`src/rtl/threshold_quantize_bitplane_pack_macros.svh`:
```
// Assertion macros shared by the threshold quantise / bit-plane pack RTL.
`ifndef THRESHOLD_QUANTIZE_BITPLANE_PACK_MACROS_SVH
`define THRESHOLD_QUANTIZE_BITPLANE_PACK_MACROS_SVH

// Checked on every clock edge outside reset.
`define TQBP_ASSERT(label, prop, msg) \
   label: assert property (@(posedge clock) disable iff (reset) prop) else $error(msg);

// Checked on every clock edge, reset included.
`define TQBP_ASSERT_RST(label, prop, msg) \
   label: assert property (@(posedge clock) prop) else $error(msg);

`endif

```
`src/rtl/tqbp_pkg.sv`:
```
// Types and constants of the threshold quantise / bit-plane pack block.
package tqbp_pkg;

   localparam int DATA_W       = 32;
   localparam int IDX_W        = 4;
   localparam int CODE_W       = 4;
   localparam int TABLE_DEPTH  = 16;
   localparam int TABLE_KMAX   = 4;   // a 16-entry table holds at most 4-bit codes
   localparam int PLANE_W      = 2;
   localparam int WIDX_W       = 5;
   localparam int GRP_W        = 5;   // 32 samples per packed word
   localparam int WORD_W       = 32;
   localparam int BITS_CFG_W   = 3;
   localparam int LEN_CFG_W    = 11;
   localparam int CSR_ADDR_W   = 3;
   localparam int CSR_DATA_W   = 32;
   localparam int REQ_DATA_W   = 72;
   localparam int RSP_DATA_W   = 40;

   localparam int MAX_BITS_DEF   = 4;
   localparam int MAX_LENGTH_DEF = 1024;

   localparam logic [BITS_CFG_W-1:0] BITS_USED_RST     = 3'd1;
   localparam logic [LEN_CFG_W-1:0]  VECTOR_LENGTH_RST = 11'd1024;

   // register index, taken from paddr[2]
   typedef enum logic {
      REG_BITS_USED     = 1'b0,
      REG_VECTOR_LENGTH = 1'b1
   } reg_type;

   typedef enum logic {
      OP_TABLE_WRITE = 1'b0,
      OP_SAMPLE      = 1'b1
   } op_type;

   typedef struct packed {
      logic              we;
      logic [IDX_W-1:0]  idx;
      logic [DATA_W-1:0] thr;
      logic [CODE_W-1:0] code;
   } tbl_wr_type;

endpackage

```
`src/rtl/tqbp_level.sv`:
```
// Threshold and code tables with the parallel level search and code lookup.
module tqbp_level (
   input  logic                                  clock,
   input  tqbp_pkg::tbl_wr_type                  tbl_wr,
   input  logic [tqbp_pkg::DATA_W-1:0]           sample,
   input  logic [tqbp_pkg::BITS_CFG_W-1:0]       k_eff,
   output logic [tqbp_pkg::CODE_W-1:0]           code
);
   import tqbp_pkg::*;

   logic [DATA_W-1:0] thr_ff  [TABLE_DEPTH];
   logic [CODE_W-1:0] code_ff [TABLE_DEPTH];

   logic [TABLE_DEPTH-1:0] below;
   logic [IDX_W-1:0]       level;
   logic [IDX_W:0]         levels;

   always_ff @(posedge clock) begin
      if (tbl_wr.we) begin
         thr_ff[tbl_wr.idx]  <= tbl_wr.thr;
         code_ff[tbl_wr.idx] <= tbl_wr.code;
      end
   end

   assign levels = (IDX_W+1)'(1) << k_eff;

   // entry 0 is never compared
   always_comb begin
      below[0] = 1'b0;
      for (int i = 1; i < TABLE_DEPTH; i++) begin
         below[i] = ((IDX_W+1)'(i) < levels) &&
                    ($signed(thr_ff[i]) < $signed(sample));
      end
   end

   always_comb begin
      level = '0;
      for (int i = 1; i < TABLE_DEPTH; i++) begin
         level = level + IDX_W'(below[i]);
      end
   end

   assign code = code_ff[level];

endmodule

```
`src/rtl/threshold_quantize_bitplane_pack.sv`:
```
// Threshold quantiser and bit-plane packer: top level with CSRs and output buffer.
`include "threshold_quantize_bitplane_pack_macros.svh"

// Each req beat either loads one entry of the threshold/code tables (tuser 0)
// or delivers one signed Q16.16 sample (tuser 1). A sample is compared
// against thresholds 1..2^k-1 in parallel, its k-bit code is looked up and
// ORed into the bit-plane words. A sample's code bits go from the input
// register into the plane accumulators, and one beat can be accepted every
// cycle. After the 32nd sample of a group, or the last of a vector, k words
// go out on rsp, one per cycle while rsp_tready is high, from a snapshot
// buffer while further samples keep arriving; the input stalls only when a
// group closes before the previous group's words have all been taken (for
// example with very short vectors), so the sustained rate is one sample per
// cycle while groups are at least k samples long. The tables are flip-flops
// with no reset: load every entry a sample can reach before sending samples.
module threshold_quantize_bitplane_pack #(
   parameter int MAX_BITS   = tqbp_pkg::MAX_BITS_DEF,
   parameter int MAX_LENGTH = tqbp_pkg::MAX_LENGTH_DEF
) (
   input  logic                               clock,
   input  logic                               reset,
   // req_tdata: entry_index[3:0], threshold[35:4], level_code[39:36], sample[71:40]
   input  logic [tqbp_pkg::REQ_DATA_W-1:0]    req_tdata,
   input  logic                               req_tuser,  // opcode
   input  logic                               req_tvalid,
   output logic                               req_tready,
   // rsp_tdata: plane[1:0], word_index[6:2], packed_word[38:7], zero[39]
   output logic [tqbp_pkg::RSP_DATA_W-1:0]    rsp_tdata,
   output logic                               rsp_tuser,  // vector_end
   output logic                               rsp_tlast,  // last_of_run
   output logic                               rsp_tvalid,
   input  logic                               rsp_tready,
   input  logic                               csr_psel,
   input  logic                               csr_penable,
   input  logic                               csr_pwrite,
   input  logic [tqbp_pkg::CSR_ADDR_W-1:0]    csr_paddr,
   input  logic [tqbp_pkg::CSR_DATA_W-1:0]    csr_pwdata,
   output logic [tqbp_pkg::CSR_DATA_W-1:0]    csr_prdata,
   output logic                               csr_pready
);
   import tqbp_pkg::*;

   localparam int KMAX  = (MAX_BITS < TABLE_KMAX) ? MAX_BITS : TABLE_KMAX;
   localparam int POS_W = $clog2(MAX_LENGTH);
   localparam int LEN_W = $clog2(MAX_LENGTH + 1);
   localparam int LW    = (LEN_W > LEN_CFG_W) ? LEN_W : LEN_CFG_W;

   // configuration
   logic [BITS_CFG_W-1:0] bits_used_ff, bits_used_in;
   logic [LEN_CFG_W-1:0]  vec_len_ff, vec_len_in;
   logic                  csr_wr;

   // input register
   logic              in_valid_ff, in_valid_in;
   op_type            in_op_ff;
   logic [IDX_W-1:0]  in_idx_ff;
   logic [DATA_W-1:0] in_thr_ff;
   logic [CODE_W-1:0] in_code_ff;
   logic [DATA_W-1:0] in_smp_ff;

   // sample state
   logic [POS_W-1:0]  pos_ff, pos_in;
   logic [WORD_W-1:0] acc_ff [KMAX];
   logic [WORD_W-1:0] acc_in [KMAX];
   logic [WORD_W-1:0] snap   [KMAX];

   // output buffer
   logic                  out_valid_ff, out_valid_in;
   logic [PLANE_W-1:0]    plane_ff, plane_in;
   logic [BITS_CFG_W-1:0] planes_ff;
   logic [WIDX_W-1:0]     widx_ff;
   logic                  vend_ff;
   logic [WORD_W-1:0]     buf_ff [KMAX];

   logic [BITS_CFG_W-1:0] k_eff;
   logic [LW-1:0]         len_eff, pos_next;
   logic [POS_W+GRP_W-1:0] pos_x;
   logic [CODE_W-1:0]     code;
   logic [KMAX-1:0]       code_bit;
   logic                  is_sample, vec_end, grp_end;
   logic                  last_beat, buf_free, proc_fire, emit, rsp_take;
   logic [WORD_W-1:0]     rsp_word;
   tbl_wr_type            tbl_wr;

   // ---------------- CSR ----------------
   assign csr_pready = 1'b1;
   assign csr_wr     = csr_psel && csr_penable && csr_pwrite && csr_pready;

   always_comb begin
      bits_used_in = bits_used_ff;
      vec_len_in   = vec_len_ff;
      if (csr_wr) begin
         case (reg_type'(csr_paddr[2]))
            REG_BITS_USED:     bits_used_in = csr_pwdata[BITS_CFG_W-1:0];
            REG_VECTOR_LENGTH: vec_len_in   = csr_pwdata[LEN_CFG_W-1:0];
            default: ;
         endcase
      end
   end

   always_comb begin
      case (reg_type'(csr_paddr[2]))
         REG_BITS_USED:     csr_prdata = CSR_DATA_W'(bits_used_ff);
         REG_VECTOR_LENGTH: csr_prdata = CSR_DATA_W'(vec_len_ff);
         default:           csr_prdata = '0;
      endcase
   end

   always_ff @(posedge clock) begin
      if (reset) begin
         bits_used_ff <= BITS_USED_RST;
         vec_len_ff   <= VECTOR_LENGTH_RST;
      end else begin
         bits_used_ff <= bits_used_in;
         vec_len_ff   <= vec_len_in;
      end
   end

   // clamped k and vector length
   always_comb begin
      k_eff = bits_used_ff;
      if (k_eff == '0) k_eff = BITS_CFG_W'(1);
      if (k_eff > BITS_CFG_W'(KMAX)) k_eff = BITS_CFG_W'(KMAX);
      len_eff = LW'(vec_len_ff);
      if (len_eff == '0) len_eff = LW'(1);
      if (len_eff > LW'(MAX_LENGTH)) len_eff = LW'(MAX_LENGTH);
   end

   // ---------------- sample stage ----------------
   assign is_sample = in_valid_ff && (in_op_ff == OP_SAMPLE);
   assign pos_next  = LW'(pos_ff) + LW'(1);
   assign vec_end   = pos_next >= len_eff;
   assign grp_end   = (pos_ff[GRP_W-1:0] == {GRP_W{1'b1}}) || vec_end;
   assign pos_x     = (POS_W+GRP_W)'(pos_ff);

   assign last_beat = ({1'b0, plane_ff} + BITS_CFG_W'(1)) == planes_ff;
   assign rsp_take  = out_valid_ff && rsp_tready;
   assign buf_free  = !out_valid_ff || (rsp_tready && last_beat);
   assign proc_fire = in_valid_ff && (!(is_sample && grp_end) || buf_free);
   assign emit      = proc_fire && is_sample && grp_end;
   assign req_tready = !in_valid_ff || proc_fire;

   assign tbl_wr.we   = proc_fire && (in_op_ff == OP_TABLE_WRITE);
   assign tbl_wr.idx  = in_idx_ff;
   assign tbl_wr.thr  = in_thr_ff;
   assign tbl_wr.code = in_code_ff;

   tqbp_level u_level (
      .clock  (clock),
      .tbl_wr (tbl_wr),
      .sample (in_smp_ff),
      .k_eff  (k_eff),
      .code   (code)
   );

   always_comb begin
      for (int b = 0; b < KMAX; b++) begin
         code_bit[b] = code[b] && (BITS_CFG_W'(b) < k_eff);
         snap[b]     = acc_ff[b] | (WORD_W'(code_bit[b]) << pos_ff[GRP_W-1:0]);
         if (emit) begin
            acc_in[b] = '0;
         end else if (proc_fire && is_sample) begin
            acc_in[b] = snap[b];
         end else begin
            acc_in[b] = acc_ff[b];
         end
      end
   end

   assign in_valid_in = req_tready ? req_tvalid : in_valid_ff;

   always_comb begin
      pos_in = pos_ff;
      if (proc_fire && is_sample) begin
         pos_in = vec_end ? '0 : pos_next[POS_W-1:0];
      end
   end

   always_ff @(posedge clock) begin
      if (reset) begin
         in_valid_ff <= 1'b0;
         pos_ff      <= '0;
         for (int b = 0; b < KMAX; b++) acc_ff[b] <= '0;
      end else begin
         in_valid_ff <= in_valid_in;
         pos_ff      <= pos_in;
         for (int b = 0; b < KMAX; b++) acc_ff[b] <= acc_in[b];
      end
   end

   always_ff @(posedge clock) begin
      if (req_tready && req_tvalid) begin
         in_op_ff   <= op_type'(req_tuser);
         in_idx_ff  <= req_tdata[IDX_W-1:0];
         in_thr_ff  <= req_tdata[IDX_W+DATA_W-1:IDX_W];
         in_code_ff <= req_tdata[IDX_W+DATA_W+CODE_W-1:IDX_W+DATA_W];
         in_smp_ff  <= req_tdata[REQ_DATA_W-1:IDX_W+DATA_W+CODE_W];
      end
   end

   // ---------------- output buffer ----------------
   always_comb begin
      out_valid_in = out_valid_ff;
      plane_in     = plane_ff;
      if (rsp_take) begin
         if (last_beat) out_valid_in = 1'b0;
         else           plane_in     = plane_ff + PLANE_W'(1);
      end
      if (emit) begin
         out_valid_in = 1'b1;
         plane_in     = '0;
      end
   end

   always_ff @(posedge clock) begin
      if (reset) begin
         out_valid_ff <= 1'b0;
         plane_ff     <= '0;
      end else begin
         out_valid_ff <= out_valid_in;
         plane_ff     <= plane_in;
      end
   end

   always_ff @(posedge clock) begin
      if (emit) begin
         planes_ff <= k_eff;
         widx_ff   <= pos_x[GRP_W+WIDX_W-1:GRP_W];
         vend_ff   <= vec_end;
         for (int b = 0; b < KMAX; b++) buf_ff[b] <= snap[b];
      end
   end

   always_comb begin
      rsp_word = '0;
      for (int b = 0; b < KMAX; b++) begin
         if (plane_ff == PLANE_W'(b)) rsp_word = buf_ff[b];
      end
   end

   assign rsp_tvalid = out_valid_ff;
   assign rsp_tdata  = {1'b0, rsp_word, widx_ff, plane_ff};
   assign rsp_tlast  = last_beat;
   assign rsp_tuser  = vend_ff;

   // ---------------- assertions ----------------
   `TQBP_ASSERT(a_plane_in_range, out_valid_ff |-> ({1'b0, plane_ff} < planes_ff), "plane beyond used planes")
   `TQBP_ASSERT(a_acc_cleared, emit |=> (acc_ff[0] == '0), "accumulator not cleared after emission")
   `TQBP_ASSERT(a_no_overwrite, emit |-> buf_free, "output buffer overwritten before drained")
   `TQBP_ASSERT_RST(a_reset_idle, reset |=> (!out_valid_ff && !in_valid_ff), "not idle after reset")

endmodule
```
`config.mk`:
```
export PLATFORM = sky130hd
export DESIGN_NAME = threshold_quantize_bitplane_pack
export DESIGN_NICKNAME = d
export VERILOG_FILES = /design/src/rtl/tqbp_pkg.sv /design/src/rtl/tqbp_level.sv /design/src/rtl/threshold_quantize_bitplane_pack.sv
export VERILOG_INCLUDE_DIRS = /design/src /design/src/rtl
export SDC_FILE = /design/constraint.sdc
export NUM_CORES = 1
export LEC_CHECK = 0
export ABC_AREA = 1
export BUFFER_PORTS_ARGS = -buffer_cell sky130_fd_sc_hd__buf_2
export CELL_PAD_IN_SITES_DETAIL_PLACEMENT = 1
export CELL_PAD_IN_SITES_GLOBAL_PLACEMENT = 2
export CORE_AREA = 2 2 340 342
export CTS_CLUSTER_SIZE = 20
export DETAILED_ROUTE_END_ITERATION = 10
export DIE_AREA = 0 0 342 344
export PLACE_DENSITY = 0.77
export SYNTH_ARGS = -nofsm -noshare
export SYNTH_HDL_FRONTEND = slang
export SYNTH_SLANG_ARGS = --single-unit
```
`constraint.sdc`:
```
create_clock -name clock -period 5.7 [get_ports clock]
set_input_delay 0.57 -clock clock [delete_from_list [all_inputs] [get_ports clock]]
set_output_delay 0.57 -clock clock [all_outputs]
set_load 0.1 [all_outputs]
```
# Word-level counts from Yosys, hierarchy flattened
# Memories as Yosys holds them, arrays and structs flattened.
# Cells that the tools add are included.
[word_totals]
reg_bits = 110
input_bits = 115
mem_count = 4
output_inout_bits = 77
ramBits = 832
[op_classes]
addsub = 17
bitwise = 11
order_cmp = 37
mux = 32
n_shift = 5
n_reduce_logical = 47
n_eq_ne = 5
[memory_table]
columns = ["name", "depth", "width", "rd", "rd_ports_with_merged_regs", "wr", "line", "source"]
rows = [
  ["u_level.thr_ff", 16, 32, 15, 0, 1, "tqbp_level.sv:11", "logic [DATA_W-1:0] thr_ff [TABLE_DEPTH];"],
  ["acc_ff", 4, 32, 4, 0, 4, "threshold_quantize_bitplane_pack.sv:63", "logic [WORD_W-1:0] acc_ff [KMAX];"],
  ["buf_ff", 4, 32, 4, 0, 4, "threshold_quantize_bitplane_pack.sv:73", "logic [WORD_W-1:0] buf_ff [KMAX];"],
  ["u_level.code_ff", 16, 4, 1, 0, 1, "tqbp_level.sv:12", "logic [CODE_W-1:0] code_ff [TABLE_DEPTH];"],
]
[op_table]
columns = ["cell", "n"]
rows = [
  ["$mux W32", 16],
  ["$lt A32 B32 Y1", 15],
  ["$or A32 B32 Y32", 4],
  ["$shl A1 B5 Y32", 4],
  ["$pmux W32 S2", 1],
  ["$add A4 B1 Y4", 13],
  ["$lt A4 B5 Y1 const A", 8],
  ["$logic_and A1 B1 Y1", 30],
  ["$mux W11", 2],
  ["$lt A3 B5 Y1 const A", 4],
  ["$add A10 B1 Y11 const B", 1],
  ["$ge A11 B11 Y1", 1],
  ["$gt A11 B11 Y1 const B", 1],
  ["$logic_not A11 Y1", 1],
  ["$lt A2 B5 Y1 const A", 2],
  ["$mux W1", 10],
  ["$mux W10", 1],
  ["$reduce_and A2 Y1", 4],
  ["$lt A1 B3 Y1 const A", 2],
  ["$lt A2 B3 Y1 const A", 2],
  ["$mux W3", 2],
  ["$eq A5 B5 Y1 const B", 1],
  ["$lt A1 B5 Y1 const A", 1],
  ["$shl A1 B3 Y5 const A", 1],
  ["15 further kinds", 27],
]

# Longest topological paths before layout
# An unclocked memory read counts as a cell.
[depth]
word_depth = 28
depth_mapped = 39

# By module
# From an unflattened synthesis, not the netlist that was laid out.
[hier_totals]
hier_cells = 3971
hier_area_um2 = 44635.3
[modules_own_cells]
columns = ["module", "area_each_um2", "n_inst", "cells_per_inst"]
rows = [
  ["tqbp_level", 27979.3, 1, 2260],
  ["threshold_quantize_bitplane_pack", 16656.0, 1, 1711],
]

# Worst setup path before layout
# OpenSTA, ideal clock, no wires.
[synth_timing]
path_type = "register to register"
start = "register in_smp_ff[21]"
end = "memory buf_ff[3][23], data pin"
setup_slack_ns = -0.511
t_required_ns = 5.443
path_buffers = 2
t_arrival_ns = 5.954
stages_incl_launch_ff = 34
path_cell_list = "edfxtp_1 -> inv_1 -> ha_1 -> a21oi_1 -> nor2_1 -> a211oi_1 -> o21ai_0 -> a21oi_1 -> nand3_1 -> nand2_1 -> nor2_1 -> ha_1 -> inv_1 -> fa_1 -> inv_1 -> fa_1 -> fa_1 -> inv_1 -> fa_1 -> inv_1 -> ha_1 -> fa_1 -> buf_4 -> inv_2 -> buf_6 -> nand3_1 -> nand2_1 -> nand2_1 -> nand2_1 -> nand2_1 -> nand3_4 -> inv_1 -> a31oi_1 -> inv_1"
[synth_rtl]
columns = ["item", "line", "source"]
rows = [
  ["start: declaration", "threshold_quantize_bitplane_pack.sv:59", "logic [DATA_W-1:0] in_smp_ff;"],
  ["start signal: assignment", "threshold_quantize_bitplane_pack.sv:197", "in_smp_ff <= req_tdata[REQ_DATA_W-1:IDX_W+DATA_W+CODE_W];"],
  ["end: declaration", "threshold_quantize_bitplane_pack.sv:73", ""],
]

==> impl_table.tex <==
\begin{tabular}{lr}
\hline
Metric & Value \\
\hline
\multicolumn{2}{l}{\textbf{Critical path}} \\
Cell with the largest stage delay on the worst path & sky130\_fd\_sc\_hd\_\_fa\_2 \\
Cell mode on critical path & sky130\_fd\_sc\_hd\_\_nand2\_1 \\
Startpoint of the most critical setup path & in\_smp\_ff[5] \\
Worst Path Max Fanout & 8 \\
Max stage delay on crit path & 630 ps \\
Number of buffers and inverters on the critical path & 12 \\
Endpoint arrival time on the critical path & 7090 ps \\
Top delay family on crit path & adder cells \\
CP required & 6160 ps \\
Worst r2r src & in\_smp\_ff[5] \\
Kind of start point of the critical path & flip-flop \\
Capturing element type of the critical path & flip-flop \\
Crit Path Category & reg -> reg \\
\multicolumn{2}{l}{\textbf{Floorplanning}} \\
Total I/O pin count & 192 \\
Initial Utilization & 37.9\% \\
Die area & 118000 um\^{}2 \\
Overall die height & 344 um \\
Placeable core region & 114000 um\^{}2 \\
Floorplan row count & 124 \\
Horizontal extent of the die & 342 um \\
\multicolumn{2}{l}{\textbf{Routing}} \\
Pre-Repair DR Iteration Count & 7 \\
DRC & 0 \\
Number of vias per cell after detailed routing & 5.14 \\
Routed WL & 124 mm \\
Number of nets still failing antenna checks after routing & 0 \\
DRC violation total after the first TritonRoute iteration & 1508 \\
Number of vias in the routed layout & 30100 \\
Mean routed wirelength per cell & 21.2 um \\
\multicolumn{2}{l}{\textbf{Hold path}} \\
Startpoint of the most critical hold path & req\_tdata[19] \\
Kind of path behind the tightest hold check & in -> reg \\
\multicolumn{2}{l}{\textbf{Yosys}} \\
Post-Synthesis Cell Area & 43200 um\^{}2 \\
Dominant register cell in the synthesized netlist & sky130\_fd\_sc\_hd\_\_edfxtp\_1 \\
Yosys Warn Count & 0 \\
Count of flip-flops with a built-in enable after synthesis & 754 \\
Part of the Yosys area used for sequential elements & 59.7\% \\
Mean area per synthesized cell & 11.3 um\^{}2 \\
Async set-or-reset flop fraction in the synthesized netlist & 0\% \\
Number of register bits inferred by synthesis & 910 \\
Synth unique cells & 55 \\
Synthesized instance count & 3809 \\
\multicolumn{2}{l}{\textbf{Run}} \\
Number of maximum-capacitance constraint violations & 0 \\
\multicolumn{2}{l}{\textbf{Timing}} \\
Setup repair after global routing missed its margin & yes \\
Post-route clock skew & 64.9 ps \\
Post-route clock period utilization & 116\% \\
Shortest clock period the worst path allows after layout & 6630 ps \\
Maximum clock frequency & 151 MHz \\
\# setup viols final & 256 \\
Worst path setup slack after routing & -931 ps \\
Max-slew violation count & 0 \\
Count of final hold-check violations & 0 \\
Relative slew slack & 31.4\% \\
Final TNS setup & -206670 ps \\
WHS & 40.7 ps \\
Slew at the pin with the worst max-slew slack & 1030 ps \\
\multicolumn{2}{l}{\textbf{Power}} \\
Comb power frac & 10.9\% \\
Power share of the sequential group & 46.9\% \\
Maximum vdd ir drop & 0.274 mV \\
Clock share of power & 42.2\% \\
Net switching power & 0.00404 W \\
Switching share of total power & 25.8\% \\
Power density normalized to cell area & 300 nW/um\^{}2 \\
Static power due to leakage & 21.0 nW \\
Internal power consumption & 0.0116 W \\
\multicolumn{2}{l}{\textbf{Clock network}} \\
Root Driver & sky130\_fd\_sc\_hd\_\_clkbuf\_16 \\
TritonCTS Sinks & 910 \\
Max Buffers Root-to-Sink & 3 \\
Number of buffers created by CTS & 103 \\
Clock transition at the registers of the reported paths & 60 ps \\
Clk Latency, worst-skew pair & 730 ps \\
Clock tree from TritonCTS & done \\
H-tree lvl count & 3 \\
\multicolumn{2}{l}{\textbf{Placement}} \\
Routability congestion estimate from global placement & 0.777 \\
Detailed-placement wirelength estimate & 82.3 mm \\
Port-buffer cells & 145 \\
\multicolumn{2}{l}{\textbf{Final layout}} \\
Total of fill cells in the finished design & 12200 \\
Sequential Area & 25800 um\^{}2 \\
Area growth from synthesis to layout & 20.8\% \\
Inserted Diodes & 0 \\
Utilization of the core after routing & 45.8\% \\
Final-stage net count & 4862 \\
Multi-input logic area & 16600 um\^{}2 \\
Layout cells sized above 1 & 17.9\% \\
\multicolumn{2}{l}{\textbf{Global route}} \\
Maximum number of pins on one net before global-route repair & 75 \\
Number of global-route vias before repair & 32600 \\
Fraction of met2 tracks used by global routing & 36.4\% \\
GR met3 Demand/Resource & 2.98\% \\
Global Route Usage Sum & 21.1\% \\
Total overflow reported by the global router & 0 \\
Global routing's busiest layer & met2 \\
Met1 GRT Util & 27.2\% \\
Number of antenna violations at the first check in global routing & 1 \\
First-pass GRT wire length & 190 mm \\
\multicolumn{2}{l}{\textbf{Status}} \\
Violated checks & setup timing \\
Outcome & finished, violations left \\
\hline
\end{tabular}
==> stage by stage <==
stage | total power, W | instances | setup WS (ps) | instance area (um^2)
6_report | 0.0157 | 5848 | -931 | 52100
5_1_grt | 0.0162 | 5848 | -1260 | 52100
2_1_floorplan | 0.00844 | 3830 | -223 | 43400
3_3_place_gp | 0.00893 | 5574 | -1160 | 47100
4_1_cts | 0.0158 | 5837 | -860 | 51700
3_5_place_dp | 0.00896 | 5574 | -1310 | 47100
==> worst paths after layout <==
path	to	slack, ps	cells after the start
worst max-delay path	buf_ff[3][11]	-930	37
worst min-delay path	in_thr_ff[15]	40	1
worst max register to register	buf_ff[3][11]	-930	37
worst min register to register	acc_ff[0][15]	450	2
==> synth_stat cells (7+ instances only) <==
library cell | count | area (um^2)
sky130_fd_sc_hd__nand3_1 | 158 | 791
sky130_fd_sc_hd__ha_1 | 488 | 6110
sky130_fd_sc_hd__nor2_1 | 218 | 818
sky130_fd_sc_hd__nand4_1 | 63 | 394
sky130_fd_sc_hd__a21oi_1 | 415 | 2080
sky130_fd_sc_hd__dfxtp_1 | 156 | 3120
sky130_fd_sc_hd__buf_4 | 27 | 203
sky130_fd_sc_hd__buf_2 | 10 | 50.1
sky130_fd_sc_hd__fa_1 | 9 | 180
sky130_fd_sc_hd__buf_6 | 15 | 169
sky130_fd_sc_hd__o21ai_1 | 9 | 45.0
sky130_fd_sc_hd__o21a_1 | 10 | 75.1
sky130_fd_sc_hd__o21ai_0 | 195 | 976
sky130_fd_sc_hd__clkbuf_1 | 45 | 169
sky130_fd_sc_hd__a31oi_1 | 9 | 56.3
sky130_fd_sc_hd__nor3_1 | 27 | 135
sky130_fd_sc_hd__a211oi_1 | 13 | 97.6
sky130_fd_sc_hd__nor4_1 | 14 | 87.6
sky130_fd_sc_hd__edfxtp_1 | 754 | 22600
sky130_fd_sc_hd__nand2_2 | 7 | 43.8
sky130_fd_sc_hd__nand3b_1 | 11 | 82.6
sky130_fd_sc_hd__buf_1 | 10 | 37.5
sky130_fd_sc_hd__o211ai_1 | 25 | 188
sky130_fd_sc_hd__nand2_1 | 729 | 2740
sky130_fd_sc_hd__inv_1 | 316 | 1190
==> kinds of logic (layout without fill, tap and decap cells) <==
| logic type | Yosys count | in the layout | synth area share (%) |
|---|---|---|---|
| buffers and inverters | 441 | 947 | 4.45 |
| xor gates and xnor gates | 9 | 9 | 0.244 |
| AOI/OAI and AO/OA | 701 | 701 | 8.64 |
| and+or+nand+nor | 1249 | 1249 | 12.4 |
| DFF | 910 | 910 | 59.7 |
| other | 2 | 23 | 0.0174 |
| adders and majority gates | 497 | 497 | 14.6 |
==> layout by cell type, fill, tap and decap left out, types with 14 or more instances in the layout <==
master	netlist	final
sky130_fd_sc_hd__buf_2	10	145
sky130_fd_sc_hd__o211ai_1	25	25
sky130_fd_sc_hd__nand2_1	729	696
sky130_fd_sc_hd__clkinv_1	2	22
sky130_fd_sc_hd__buf_6	15	21
sky130_fd_sc_hd__nor2_1	218	186
sky130_fd_sc_hd__nor2_4	6	31
sky130_fd_sc_hd__clkinv_2	0	21
sky130_fd_sc_hd__buf_4	27	190
sky130_fd_sc_hd__inv_1	316	298
sky130_fd_sc_hd__a21oi_1	415	376
sky130_fd_sc_hd__nand3_1	158	116
sky130_fd_sc_hd__nand4_1	63	63
sky130_fd_sc_hd__nand3_2	5	40
sky130_fd_sc_hd__dlygate4sd3_1	0	54
sky130_fd_sc_hd__a21oi_2	1	40
sky130_fd_sc_hd__buf_12	0	16
sky130_fd_sc_hd__nand2_2	7	35
sky130_fd_sc_hd__clkbuf_16	0	104
sky130_fd_sc_hd__clkbuf_1	45	22
sky130_fd_sc_hd__o21ai_2	5	14
sky130_fd_sc_hd__conb_1	2	23
sky130_fd_sc_hd__ha_1	488	475
sky130_fd_sc_hd__edfxtp_1	754	754
sky130_fd_sc_hd__o21ai_0	195	184
sky130_fd_sc_hd__dfxtp_1	156	156
sky130_fd_sc_hd__nor3_1	27	21
sky130_fd_sc_hd__inv_2	5	14
==> final cells by class <==
cell class | count | share of cell area [%]
clock buffer | 130 | 5.23
clock inverter | 61 | 1.15
inverter | 326 | 2.44
multi-input combinational | 2479 | 31.8
sequential | 910 | 49.4
tap | 1512 | 3.63
timing repair buffer | 429 | 6.34
timing repair inverter | 1 | 0.0144
==> what timing repair did <==
item                       in CTS  in global routing
resized for setup             134                 84
hold endpoints to repair       54                  0
pin swaps                      42                 27
hold buffers                   54                  0
gates cloned                    1                  1
setup endpoints to repair     256                256
buffers inserted               18                 10
==> state kept, by name (all words and copies together) (netlist names), 4 cells and up <==
register and cells:
acc_ff 128, u_level.thr_ff 480, widx_ff 5, in_idx_ff 4
buf_ff 128, in_smp_ff 32, pos_ff 10, vec_len_ff 11
in_code_ff 4, u_level.code_ff 64, in_thr_ff 32
==> worst register-to-register path, delay by kind of cell (launching register included) <==
kind	cells	cell delay, ps
adder cells (fa/ha/maj)	8	3220
AND/OR/NAND/NOR	14	1060
AO/OA/AOI/OAI	3	430
buffers and inverters	12	1340
flip-flops	1	370
==> power by group through the flow <==
stage          registers (W)  logic (W)  clock network [W]
4_1_cts              0.00734    0.00167            0.00675
3_5_place_dp         0.00748    0.00148                  0
6_report             0.00734    0.00171            0.00661
2_1_floorplan        0.00743    0.00101                  0
3_3_place_gp         0.00748    0.00145                  0
5_1_grt              0.00735    0.00190            0.00696
==> metal layers <==
| metal | vias up | wire length, um |
|---|---|---|
| li1 | 14400 | - |
| met2 | 477 | 60600 |
| met1 | 15000 | 55200 |
| met4 | 0 | 4060 |
| met5 | - | 0 |
| met3 | 207 | 4210 |
(Power assumes the default switching activity.)
